--- config.mk ---
export PLATFORM = sky130hd
export DESIGN_NAME = tea_key_regs
export DESIGN_NICKNAME = d
export VERILOG_FILES = /design/src/hw/rtl/tea_pkg.sv /design/src/hw/rtl/tea_key_regs.sv
export VERILOG_INCLUDE_DIRS = /design/src /design/src/hw/rtl
export SDC_FILE = /design/constraint.sdc
export NUM_CORES = 1
export LEC_CHECK = 0
export CORE_MARGIN = 2
export CORE_UTILIZATION = 30
export DETAILED_ROUTE_END_ITERATION = 12
export DONT_BUFFER_PORTS = 1
export PLACE_DENSITY = 0.47
export RECOVER_POWER = 100
export SETUP_SLACK_MARGIN = 0.05
export SKIP_LAST_GASP = 1
export SYNTH_ARGS = -nofsm -noshare
export SYNTH_HDL_FRONTEND = slang
export SYNTH_SLANG_ARGS = --single-unit
--- constraint.sdc ---
create_clock -name clk -period 0.9 [get_ports clk]
set_input_delay 0.045 -clock clk [delete_from_list [all_inputs] [get_ports clk]]
set_output_delay 0.045 -clock clk [all_outputs]
set_load 0.03 [all_outputs]
--- src/hw/rtl/assert_macros.svh ---
// assertion helpers shared by the rtl files
// checks made with the usual form are sampled on clk and suspended while arst_n is low
`ifndef ASSERT_MACROS_SVH
`define ASSERT_MACROS_SVH

// generic form with explicit clock and reset
`define ASSERT_AT(label, ck, rst_n, prop, msg) \
	label: assert property (@(posedge ck) disable iff (!rst_n) prop) else $error(msg);

// usual form for modules with clk and arst_n ports
`define ASSERT_DEF(label, prop, msg) \
	`ASSERT_AT(label, clk, arst_n, prop, msg)

`endif

--- src/hw/rtl/tea_pkg.sv ---
`timescale 1ns / 1ps
// ----------------------------------------------------------------------------
// tea_pkg
// shared types, constants and round-sum helpers for the tea cipher engine
// ----------------------------------------------------------------------------
package tea_pkg;

	typedef logic [31:0] word_t;

	localparam int unsigned ROUNDS = 32;
	// one cell per half-round
	localparam int unsigned STAGES = 2 * ROUNDS;

	localparam word_t DELTA = 32'h9e37_79b9;

	// built-in key after reset
	localparam word_t KEY_DEFAULT0 = 32'd307707552;
	localparam word_t KEY_DEFAULT1 = 32'd421327355;
	localparam word_t KEY_DEFAULT2 = 32'd199322388;
	localparam word_t KEY_DEFAULT3 = 32'd356690258;

	// register indexes on the configuration port
	localparam int unsigned KEY_IDX_W = 2;
	localparam logic [KEY_IDX_W-1:0] KEY_IDX_0 = 2'd0;
	localparam logic [KEY_IDX_W-1:0] KEY_IDX_1 = 2'd1;
	localparam logic [KEY_IDX_W-1:0] KEY_IDX_2 = 2'd2;
	localparam logic [KEY_IDX_W-1:0] KEY_IDX_3 = 2'd3;

	// action codes
	localparam logic ACT_ENCRYPT = 1'b0;
	localparam logic ACT_DECRYPT = 1'b1;

	typedef struct packed {
		word_t k0;
		word_t k1;
		word_t k2;
		word_t k3;
	} tea_key_t;

	typedef struct packed {
		logic  valid;
		logic  action;
		word_t first;
		word_t second;
	} tea_item_t;

	// running sum seen by round r when encrypting: delta * (r + 1)
	function automatic word_t enc_sum(input int unsigned r);
		logic [63:0] prod;
		prod = 64'(DELTA) * 64'(r + 1);
		return prod[31:0];
	endfunction

	// running sum seen by round r when decrypting: delta * (rounds - r)
	function automatic word_t dec_sum(input int unsigned r);
		logic [63:0] prod;
		prod = 64'(DELTA) * 64'(ROUNDS - r);
		return prod[31:0];
	endfunction

endpackage

--- src/hw/rtl/tea_key_regs.sv ---
`timescale 1ns / 1ps
// ----------------------------------------------------------------------------
// tea_key_regs
// four 32-bit key registers, reset to the built-in key, write-only port
// ----------------------------------------------------------------------------
`include "assert_macros.svh"

module tea_key_regs
	import tea_pkg::*;
(
	input  logic                 clk,
	input  logic                 arst_n,
	input  logic                 cfg_we,
	input  logic [KEY_IDX_W-1:0] cfg_index,
	input  word_t                cfg_wdata,
	output tea_key_t             key
);

	tea_key_t key_q;

	always_ff @(posedge clk or negedge arst_n) begin
		if (!arst_n) begin
			key_q.k0 <= KEY_DEFAULT0;
			key_q.k1 <= KEY_DEFAULT1;
			key_q.k2 <= KEY_DEFAULT2;
			key_q.k3 <= KEY_DEFAULT3;
		end else if (cfg_we) begin
			unique case (cfg_index)
				KEY_IDX_0: key_q.k0 <= cfg_wdata;
				KEY_IDX_1: key_q.k1 <= cfg_wdata;
				KEY_IDX_2: key_q.k2 <= cfg_wdata;
				KEY_IDX_3: key_q.k3 <= cfg_wdata;
			endcase
		end
	end

	assign key = key_q;

	`ASSERT_DEF(a_key3_write, cfg_we && (cfg_index == KEY_IDX_3) |=> key_q.k3 == $past(cfg_wdata), "key word 3 write lost")

endmodule

# ---- Word-level counts from Yosys, hierarchy flattened
# Cells that the tools add are included.
dict set report word_totals {
  ff_bits 128
  out_inout_bits 128
  wordCells 12
}
dict set report op_classes {
  eq_ne 3
  reduce_logical 5
}
# op count
set ops {}
lappend ops {{$reduce_and A2 Y1} 4}
lappend ops {{$eq A2 B2 Y1 const B} 2}
lappend ops {{$eq A2 B1 Y1 const B} 1}
lappend ops {{$logic_not A2 Y1} 1}

# ---- Logic depth before layout (Yosys ltp)
dict set report depth {
  depth_word 2
  depth_mapped 3
}

# ---- Worst setup path before layout
# Ideal clock, no wire load.
dict set report synth_timing {
  kind {input to register}
  startpoint {input port cfg_index[1]}
  endpoint {register key_q (netlist bit key[122])}
  arrival_ns 0.880
  required_ns 0.775
  path_slack_ns -0.104
  cell_stages 3
  path_cell_list {nor3b_2 -> buf_4 -> mux2_2}
}
dict set report synth_via {
  elab_chain_len 2
}
# item line
set synth_rtl {}
lappend synth_rtl {{from (decl)} tea_key_regs.sv:14} ;# input logic [KEY_IDX_W-1:0] cfg_index,
lappend synth_rtl {{$logic_not A2 Y1} tea_key_regs.sv:28} ;# unique case (cfg_index)
lappend synth_rtl {{$reduce_and A2 Y1 (no source line)} n/a}
lappend synth_rtl {{to (decl)} tea_key_regs.sv:19} ;# tea_key_t key_q;
# No other way between the ends.
# A chain may end at the register's enable or synchronous reset.

# ---- Worst setup path in the final report
dict set report layout_timing {
  startpoint {register key_q (netlist bit key[113])}
  endpoint {output port key[113] (netlist bit)}
}
# item line
set layout_rtl {}
lappend layout_rtl {{to (decl)} tea_key_regs.sv:16} ;# output tea_key_t key
# No word-level cell between the ends.

==> flow_summary_export.csv <==
group,metric,value,unit
timing,setup_viol,130,
worst_setup_path,arrival,1.09,ns
yosys,synth-seq-cells,128,
drt,drc,0,
clock_tree,cts_buffers,17,
finish,num_antenna_cells,0,
timing,rsz0062_at_grt,"true",
finish,fillers,1397,
yosys,yosysWarnings,0,
outcome,status,"finished, violations left",
timing,holdWs,-0.658,ns
placement,dp.cells,612,
worst_setup_path,crit_family,"flip-flops",
yosys,avgSynthCellArea,17.7,um^2
die,initial_core_util,30.5,%
power,leakage,3.23,nW
finish,final_common_cell,"buf_6",
finish,area_growth,58.9,%
finish,final_cell_mix,"131 x buf_6, 123 x mux2_2, 54 x dfrtp_2",
yosys,synth.yosys.seq_area_share,68.0,%
drt,wl_per_cell,17.0,um
outcome,violations,"hold timing, setup timing",
global_routing,grt_pass1_wl,18000,um
global_routing,grt_pass1_vias,3220,
power,vdd_drop_max,0.00144,V
placement,gp_congestion,0.676,
finish,seqCellArea,3340,um^2
drt,drt_iter0_drc,79,
drt,antenna_left,0,
worst_hold_path,hold_path.class,"in -> async",
worst_setup_path,cpPeakStageDelay,0.54,ns
die,die_area,17100,um^2
die,rows,46,
worst_setup_path,crit_slowest_cell,"dfstp_1",
power,power.density,2770,nW/um^2
worst_setup_path,end_kind,"output port",
power,total_power,21.2,mW
die,fp.dieH,131,um
clock_tree,cts_buffer_depth,2,
placement,dpl_cell_area,6190,um^2
clock_tree,cts_max_level,4,
placement,dp_hpwl,7520,um
drt,wl,11600,um
worst_setup_path,worst-path-max-fanout,2,
yosys,syn_inst,272,
worst_setup_path,critPathRequiredTime,0.85,ns
yosys,synth.distinct_cells,9,
timing,hold_viol_final,128,
yosys,syn_area,4820,um^2
clock_tree,cts_root_buf,"clkbuf_16",
clock_tree,hold_buffers,32,
global_routing,antenna_found_initial,0,
worst_setup_path,critPathKind,"reg -> out",
worst_setup_path,worst-path-buf-inv,1,
timing,period_needed,1.13,ns
finish,drive_gt1_share,84.5,%
timing,tightestPinTransition,0.340,ns
timing,max_slew_margin,77.3,%
finish,fin_cells,682,
global_routing,grt_overflow,0,
clock_tree,cts_sinks,128,
die,coreArea,15800,um^2
finish,final_cell_area,7650,um^2
clock_tree,worst_skew_pair.late_latency,0.40,ns
global_routing,grt_max_degree,129,
timing,fin_crit_sh,126,%
drt,vias,2978,
drt,vias_per_cell,4.37,
worst_setup_path,regToRegSetupSlack,-0.01,ns
finish,final_nets,490,
timing,timing.final.ws_setup,-0.230,ns
global_routing,grt.total_usage,14.2,%
worst_setup_path,crit_chain,"buf_6",
clock_tree,path_clk_slew,0.05,ns
finish,multiInputGateArea,1500,um^2
timing,fmax,0.885,GHz
clock_tree,cts_tree,"built",
finish,largest_register_ffs,128,
drt,drtPass1Iterations,4,
timing,slew_viol_final,0,
job,cap_violations,0,
worst_setup_path,worstSetupStartpointType,"register",
placement,port_buffers,0,
yosys,synth_nets,309,
timing,fin_skew,0,ns
die,ios,165,
die,die_width,131,um
[power by group]
| part | switching, mW | internal [mW] |
|---|---|---|
| Clock | 2.33 | 4.44 |
| Sequential | 0.798 | 7.28 |
| Combinational | 3.24 | 3.12 |
[area by class of cell]
cell class                      instances  share of cell area [%]
Clock buffer                           27                    6.70
Timing Repair Buffer                  174                    25.5
Sequential cell                       128                    43.7
Clock inverter                          5                    1.01
Multi-Input combinational cell        132                    19.6
Tap cell                              216                    3.53
[through the flow]
step                TNS (ns)  setup slack, ns  util (%)  hold WS (ns)
floorplan             -0.943          -0.0519         -        -0.251
global placement       -4.70           -0.140      39.3        -0.245
detailed placement     -4.44           -0.145      39.3        -0.244
CTS                   -21.90           -0.252      48.3        -0.685
global route          -24.02           -0.267      48.5        -0.693
finish                -18.76           -0.230      48.5        -0.658
[routing by layer]
layer / track usage, % / part of all wire, % / vias up
met5: 0 / 0 / -
met4: 6.38 / 1.6 / 0
met3: 4.48 / 5.8 / 15
met2: 22.4 / 49 / 104
met1: 17.9 / 44 / 1528
li1: - / - / 1331
[cells in the mapped netlist]
master,number,share of area (%)
nor3b_2,1,0.26
mux2_1,2,0.47
dfstp_2,58,32
nand3b_1,2,0.31
mux2_2,126,29
dfrtp_1,70,36
nand3_1,1,0.10
buf_4,3,0.47
buf_2,9,0.93
[cell families (layout without fill, tap and decap cells)]
family	count (synthesis)	after routing	share of synthesized area [%]
buffers and inverters	12	206	1.40
multiplexers	128	128	29.9
flip-flops	128	128	68.0
AND/OR/NAND/NOR	4	4	0.675
[what timing repair did]
item,4_1_cts,5_1_grt
endpoints found under the hold margin,256,128
pin swaps,0,0
resized for setup,128,6
buffers inserted,4,2
endpoints found under the setup margin,128,132
[worst paths after layout]
check                                   from        to  depth (start not counted)
worst max-delay path                key[113]  key[113]                          1
worst min-delay path                  arst_n   key[87]                          0
worst max register to register       key[44]   key[44]                          2
worst min register to register       key[74]   key[74]                          1
max in group asynchronous             arst_n   key[17]                          0
min in group clk                cfg_index[0]  key[125]                          3
(Power assumes the default switching activity.)
