$ cat config.mk
export PLATFORM = sky130hd
export DESIGN_NAME = tea_cell
export DESIGN_NICKNAME = d
export VERILOG_FILES = /design/src/hw/rtl/assert_macros.svh /design/src/hw/rtl/tea_pkg.sv /design/src/hw/rtl/tea_cell.sv
export SDC_FILE = /design/constraint.sdc
export NUM_CORES = 1
export LEC_CHECK = 0
export BUFFER_PORTS_ARGS = -buffer_cell sky130_fd_sc_hd__buf_2
export CAP_MARGIN = 20
export CORE_ASPECT_RATIO = 0.9
export CORE_MARGIN = 2
export CORE_UTILIZATION = 60
export DETAILED_ROUTE_END_ITERATION = 10
export PLACE_DENSITY = 0.87
export SLEW_MARGIN = 10
export SYNTH_ARGS = -nofsm -noshare
export SYNTH_HDL_FRONTEND = slang
export SYNTH_SLANG_ARGS = --single-unit
$ cat constraint.sdc
create_clock -name clk -period 1.7 [get_ports clk]
set_clock_uncertainty 0.15 [all_clocks]
set_input_delay 0.17 -clock clk [delete_from_list [all_inputs] [get_ports clk]]
set_output_delay 0.17 -clock clk [all_outputs]
set_load 0.05 [all_outputs]
$ cat src/hw/rtl/assert_macros.svh
// assertion helpers shared by the rtl files
// checks made with the usual form are sampled on clk and suspended while arst_n is low
`ifndef ASSERT_MACROS_SVH
`define ASSERT_MACROS_SVH

// generic form with explicit clock and reset
`define ASSERT_AT(label, ck, rst_n, prop, msg) \
	label: assert property (@(posedge ck) disable iff (!rst_n) prop) else $error(msg);

// usual form for modules with clk and arst_n ports
`define ASSERT_DEF(label, prop, msg) \
	`ASSERT_AT(label, clk, arst_n, prop, msg)

`endif

$ cat src/hw/rtl/tea_pkg.sv
`timescale 1ns / 1ps
// ----------------------------------------------------------------------------
// tea_pkg
// shared types, constants and round-sum helpers for the tea cipher engine
// ----------------------------------------------------------------------------
package tea_pkg;

	typedef logic [31:0] word_t;

	localparam int unsigned ROUNDS = 32;
	// one cell per half-round
	localparam int unsigned STAGES = 2 * ROUNDS;

	localparam word_t DELTA = 32'h9e37_79b9;

	// built-in key after reset
	localparam word_t KEY_DEFAULT0 = 32'd307707552;
	localparam word_t KEY_DEFAULT1 = 32'd421327355;
	localparam word_t KEY_DEFAULT2 = 32'd199322388;
	localparam word_t KEY_DEFAULT3 = 32'd356690258;

	// register indexes on the configuration port
	localparam int unsigned KEY_IDX_W = 2;
	localparam logic [KEY_IDX_W-1:0] KEY_IDX_0 = 2'd0;
	localparam logic [KEY_IDX_W-1:0] KEY_IDX_1 = 2'd1;
	localparam logic [KEY_IDX_W-1:0] KEY_IDX_2 = 2'd2;
	localparam logic [KEY_IDX_W-1:0] KEY_IDX_3 = 2'd3;

	// action codes
	localparam logic ACT_ENCRYPT = 1'b0;
	localparam logic ACT_DECRYPT = 1'b1;

	typedef struct packed {
		word_t k0;
		word_t k1;
		word_t k2;
		word_t k3;
	} tea_key_t;

	typedef struct packed {
		logic  valid;
		logic  action;
		word_t first;
		word_t second;
	} tea_item_t;

	// running sum seen by round r when encrypting: delta * (r + 1)
	function automatic word_t enc_sum(input int unsigned r);
		logic [63:0] prod;
		prod = 64'(DELTA) * 64'(r + 1);
		return prod[31:0];
	endfunction

	// running sum seen by round r when decrypting: delta * (rounds - r)
	function automatic word_t dec_sum(input int unsigned r);
		logic [63:0] prod;
		prod = 64'(DELTA) * 64'(ROUNDS - r);
		return prod[31:0];
	endfunction

endpackage

$ cat src/hw/rtl/tea_cell.sv
`timescale 1ns / 1ps
// ----------------------------------------------------------------------------
// tea_cell
// one registered half-round of tea, works in either direction
// ----------------------------------------------------------------------------
module tea_cell
	import tea_pkg::*;
(
	input  logic      clk,
	input  logic      arst_n,
	input  logic      advance,
	input  logic      half,
	input  word_t     sum_enc,
	input  word_t     sum_dec,
	input  tea_key_t  key,
	input  tea_item_t item_in,
	output tea_item_t item_out
);

	logic  upd_first;
	word_t x;
	word_t ka;
	word_t kb;
	word_t sum;
	word_t mix;
	word_t target;
	word_t result;

	logic  valid_q;
	logic  action_q;
	word_t first_q;
	word_t second_q;

	// encrypt: first half updates the first word, decrypt: second half does
	assign upd_first = (half == item_in.action);
	assign x         = upd_first ? item_in.second : item_in.first;
	assign ka        = upd_first ? key.k0 : key.k2;
	assign kb        = upd_first ? key.k1 : key.k3;
	assign sum       = (item_in.action == ACT_DECRYPT) ? sum_dec : sum_enc;
	assign mix       = ((x << 4) + ka) ^ (x + sum) ^ ((x >> 5) + kb);
	assign target    = upd_first ? item_in.first : item_in.second;
	assign result    = (item_in.action == ACT_DECRYPT) ? target - mix : target + mix;

	always_ff @(posedge clk or negedge arst_n) begin
		if (!arst_n) begin
			valid_q <= 1'b0;
		end else if (advance) begin
			valid_q <= item_in.valid;
		end
	end

	always_ff @(posedge clk) begin
		if (advance) begin
			action_q <= item_in.action;
			first_q  <= upd_first ? result : item_in.first;
			second_q <= upd_first ? item_in.second : result;
		end
	end

	assign item_out.valid  = valid_q;
	assign item_out.action = action_q;
	assign item_out.first  = first_q;
	assign item_out.second = second_q;

endmodule

==> flow_summary.yaml, run 1 <==
clock_network:
  cts.htree.levels: 3
  cts-root-buf: "clkbuf_16"
  postCtsHoldBufs: 3
  post_cts_buffers: 68
  clock_path_buffers: 2
  cts_buffers: 9
  ctsResizeCount: 280
  clock_sinks: 66
status:
  stop_error: "[ERROR DPL-0033] detailed placement checks failed during check placement."
  haltStage: "4_1_cts"
  outcome: "did not finish"
synth:
  yosysWarnings: 0
  syn-num-nets: 1976
  ys.flop_type: "edfxtp_1"
  synth_area_um2: 12200
  ys_types: 100
  ys_seq_area_share_pct: 16.3
  ys_ff_latch: 66
  synth_edf_count: 65
  synthArstFlopShare_pct: 1.52
  syn-instance-count: 1594
  syn_area_per_cell_um2: 7.62
floorplanning:
  boundaryPins: 328
  start_util_pct: 61.0
  rows: 49
  fp.dieH_um: 139
  dieWidth_um: 154
placement:
  io_buffer_count: 327
  dp.cells: 2576
  gp_congestion: 1.10
  preCtsSetupSlack_ns: -5.48
  dpl.hpwl_mm: 47.2
[synthesized netlist by cell type (11+ instances only)]
library cell	instances	area share (%)
xnor2_1	134	9.7
and2_1	11	0.57
inv_1	31	0.96
o21ai_0	105	4.3
nand4_1	12	0.62
clkbuf_1	43	1.3
nand3_1	32	1.3
a21o_1	56	3.5
nand2_1	397	12
and3_1	12	0.62
nor3_1	20	0.82
a31oi_1	24	1.2
nand2b_1	12	0.62
mux2_2	33	3.1
nor2_1	73	2.3
xor2_1	54	3.9
edfxtp_1	65	16
a21oi_1	102	4.2
o211ai_1	13	0.80
nor2b_1	19	0.98
mux2i_1	17	1.4
ha_1	118	12
[stage by stage]
| stage | cell area, um2 | setup TNS [ns] | utilization [%] |
|---|---|---|---|
| detailed placement | 17500 | -265.30 | 87.9 |
| global placement | 17500 | -240.18 | 87.9 |
| floorplan | 12400 | -214.16 | - |
[kinds of logic after synthesis]
family,share of synthesized area (%)
flip-flops,16.3
AO/OA/AOI/OAI,21.9
buffers and inverters,3.33
AND/OR/NAND/NOR,24.1
XOR/XNOR,16.6
multiplexers,4.94
adder cells (fa/ha/maj),12.8
==> run 2: changes to the inputs <==
--- a/config.mk
+++ b/config.mk
@@ -7,11 +7,10 @@
 export LEC_CHECK = 0
 export BUFFER_PORTS_ARGS = -buffer_cell sky130_fd_sc_hd__buf_2
 export CAP_MARGIN = 20
-export CORE_ASPECT_RATIO = 0.9
 export CORE_MARGIN = 2
-export CORE_UTILIZATION = 60
+export CORE_UTILIZATION = 40
 export DETAILED_ROUTE_END_ITERATION = 10
-export PLACE_DENSITY = 0.87
+export PLACE_DENSITY_LB_ADDON = 0.15
 export SLEW_MARGIN = 10
 export SYNTH_ARGS = -nofsm -noshare
 export SYNTH_HDL_FRONTEND = slang
==> run 2 against run 1 <==
The flow now finishes, with violations (negative setup slack). Synthesized area unchanged. Synthesized cell count unchanged.
==> flow_summary.yaml, run 2 <==
timing:
  fmax_mhz: 162
  holdWs_ns: 0.00175
  fin_crit_ns: 6.16
  finalSetupViolations: 64
  finalCritPeriodShare_pct: 363
  tightest_slew_ns: 0.525
  slew_headroom_pct: 64.8
  setup_ws_ns: -4.46
  rsz0062_at_grt: "true"
  drv_slew: 0
  hold_violations: 0
synth:
  ys.flop_type: "edfxtp_1"
  synthAdderAreaFrac_pct: 12.8
  synthSimpleGateAreaFrac_pct: 24.1
  synth_area_leader_cell: "edfxtp_1"
  synth_edf_count: 65
  synth_area_um2: 12200
  ys_seq_area_share_pct: 16.3
  synth_compound_area_share_pct: 21.9
  synth_xor_xnor_area_share_pct: 16.6
  syn-instance-count: 1594
  syn-num-nets: 1976
  yosys.area.top_type_share_pct: 16.1
  synthTopCellsByArea: "edfxtp_1 (16%), nand2_1 (12%), ha_1 (12%)"
  synth_most_common_cell: "nand2_1"
  synthTopCellsByCount: "nand2_1 (397), xnor2_1 (134), ha_1 (118)"
  muxShareOfSynthArea_pct: 4.94
  syn_area_per_cell_um2: 7.62
  synth_top_family_by_area: "simple AND/OR/NAND/NOR gates"
  synthArstFlopShare_pct: 1.52
  yosysWarnings: 0
  ys_types: 100
  ys_ff_latch: 66
detailed_routing:
  drt-vias-per-instance: 5.34
  first_pass_iters: 7
  ant_nets: 0
  drc_errors: 0
  initialDrtViolationCount: 1143
  route.vias.total: 15300
  avgRoutedWirePerCell_um: 17.7
  routed_wl_mm: 50.6
floorplanning:
  dieWidth_um: 178
  fp.dieH_um: 178
  rows: 63
  start_util_pct: 40.8
  core_um2: 29800
  die-area_um2: 31800
  boundaryPins: 328
placement:
  io_buffer_count: 327
  gp_congestion: 0.920
  dpl.hpwl_mm: 41.3
  place_area_um2: 18100
worst_setup_path:
  worst_path_dominant_cell_family: "compound AO/OA/AOI/OAI gates"
  critPathLaunchType: "input pin"
  cp_slowest_cell: "xor3_2"
  arrival_ns: 6.09
  worst-path-max-fanout: 7
  cpPeakStageDelay_ns: 0.50
  endpoint_kind: "flop"
  cp.required_ns: 1.62
  path_class: "in -> reg"
  cp_num_buf_inv: 4
clock_network:
  cts_buffers: 9
  cts-root-buf: "clkbuf_16"
  clk_pin_slew_ns: 0.05
  clock_path_buffers: 2
  cts.htree.levels: 3
  insertion_delay_ns: 0.33
  tritoncts: "done"
  clock_sinks: 66
grt:
  antenna_found_initial: 2
  grtUsageTotal_pct: 30.3
  grt_pass1_wl_mm: 74.3
  grt_max_degree: 49
  grt_pass1_vias: 14100
  overflow: 0
finish:
  layout_commonest_cell: "buf_4"
  drive_gt1_share_pct: 50.0
  n_fill_cell: 2467
  area_delta_synth_final_pct: 70.7
  layout_common_cells: "buf_4 (557), nand2_1 (351), buf_2 (325)"
  top_regs: "first_q: 32 flops, second_q: 32 flops"
  utilization_pct: 69.6
  fin_area_um2: 20700
  fin_nets: 2853
status:
  outcome: "finished with violations"
  failed_checks: "negative setup slack"
run:
  cap_violations: 0
pwr:
  ir_drop_mv: 1.13
  p_total_mw: 42.6
  leakagePower_nw: 10.4
  powerDensity_nw_per_um2: 2050
min_path:
  min_path_type: "in -> reg"
==> run 2: cell counts after synthesis <==
Identical to the previous run, type by type.
==> run 2: where the power goes <==
| group | total [mW] | switching, mW | internal (mW) |
|---|---|---|---|
| combinational | 37.5 | 19.3 | 18.2 |
| clock | 1.75 | 0.634 | 1.11 |
| sequential | 3.29 | 0.171 | 3.12 |
==> run 2: stage by stage <==
| step | worst slack [ns] | TNS (ns) | cells |
|---|---|---|---|
| after floorplan | -4.96 | -214.16 | 1594 |
| after CTS | -4.31 | -204.19 | 2831 |
| after global placement | -4.93 | -240.94 | 2764 |
| after detailed placement | -5.11 | -243.81 | 2764 |
| after global routing | -4.79 | -224.54 | 2866 |
| final | -4.46 | -213.38 | 2866 |
==> run 2: path summary, 6_finish.rpt <==
| path | startpoint | to | depth (start not counted) | slack [ns] |
|---|---|---|---|---|
| max in group asynchronous | arst_n | valid_q$_DFFE_PN0P_ | 3 | 0.79 |
| setup reg to reg | valid_q$_DFFE_PN0P_ | valid_q$_DFFE_PN0P_ | 1 | 0.81 |
| min in group asynchronous | arst_n | valid_q$_DFFE_PN0P_ | 3 | 0.51 |
| hold reg to reg | valid_q$_DFFE_PN0P_ | valid_q$_DFFE_PN0P_ | 1 | 0.35 |
| hold / removal | item_in[27] | second_q[27]$_DFFE_PP_ | 3 | 0.002 |
| setup / recovery | half | second_q[31]$_DFFE_PP_ | 30 | -4.46 |
==> run 2: layout make-up <==
cell class | count | area [um2] | area share (%)
Tap cell | 390 | 488 | 2.35
Multi-Input combinational cell | 1434 | 11300 | 54.7
Inverter | 31 | 116 | 0.561
Antenna cell | 1 | 2.50 | 0.0121
Sequential cell | 66 | 1980 | 9.53
Clock inverter | 4 | 43.8 | 0.211
Timing Repair Buffer | 929 | 6540 | 31.5
Clock buffer | 11 | 233 | 1.12
==> run 2: cell families (layout without fill, tap and decap cells) <==
family,count (synthesis),count (layout)
xor gates and xnor gates,205,205
DFF,66,66
buffers and inverters,94,975
muxes,53,53
adders and majority gates,124,124
AOI/OAI and AO/OA,404,404
other,0,1
and+or+nand+nor,648,648
==> run 2: metal layers <==
layer	wire [um]	vias up	GRT usage, %	share of wire [%]
met5	0	-	0	0
met1	23700	7144	45.6	47
met2	21500	624	45.5	42
met4	975	0	6.20	1.9
li1	-	7475	-	-
met3	4480	65	4.54	8.9
==> run 2: what timing repair did <==
| action | in CTS | in global routing |
|---|---|---|
| gates cloned | 5 | 0 |
| resized for setup | 201 | 127 |
| hold endpoints to repair | 3 | 0 |
| pin swaps | 111 | 110 |
| buffers inserted | 44 | 35 |
| endpoints found under the setup margin | 64 | 64 |
| hold buffers | 3 | 0 |
No activity file was read; power rests on OpenSTA's default activity.
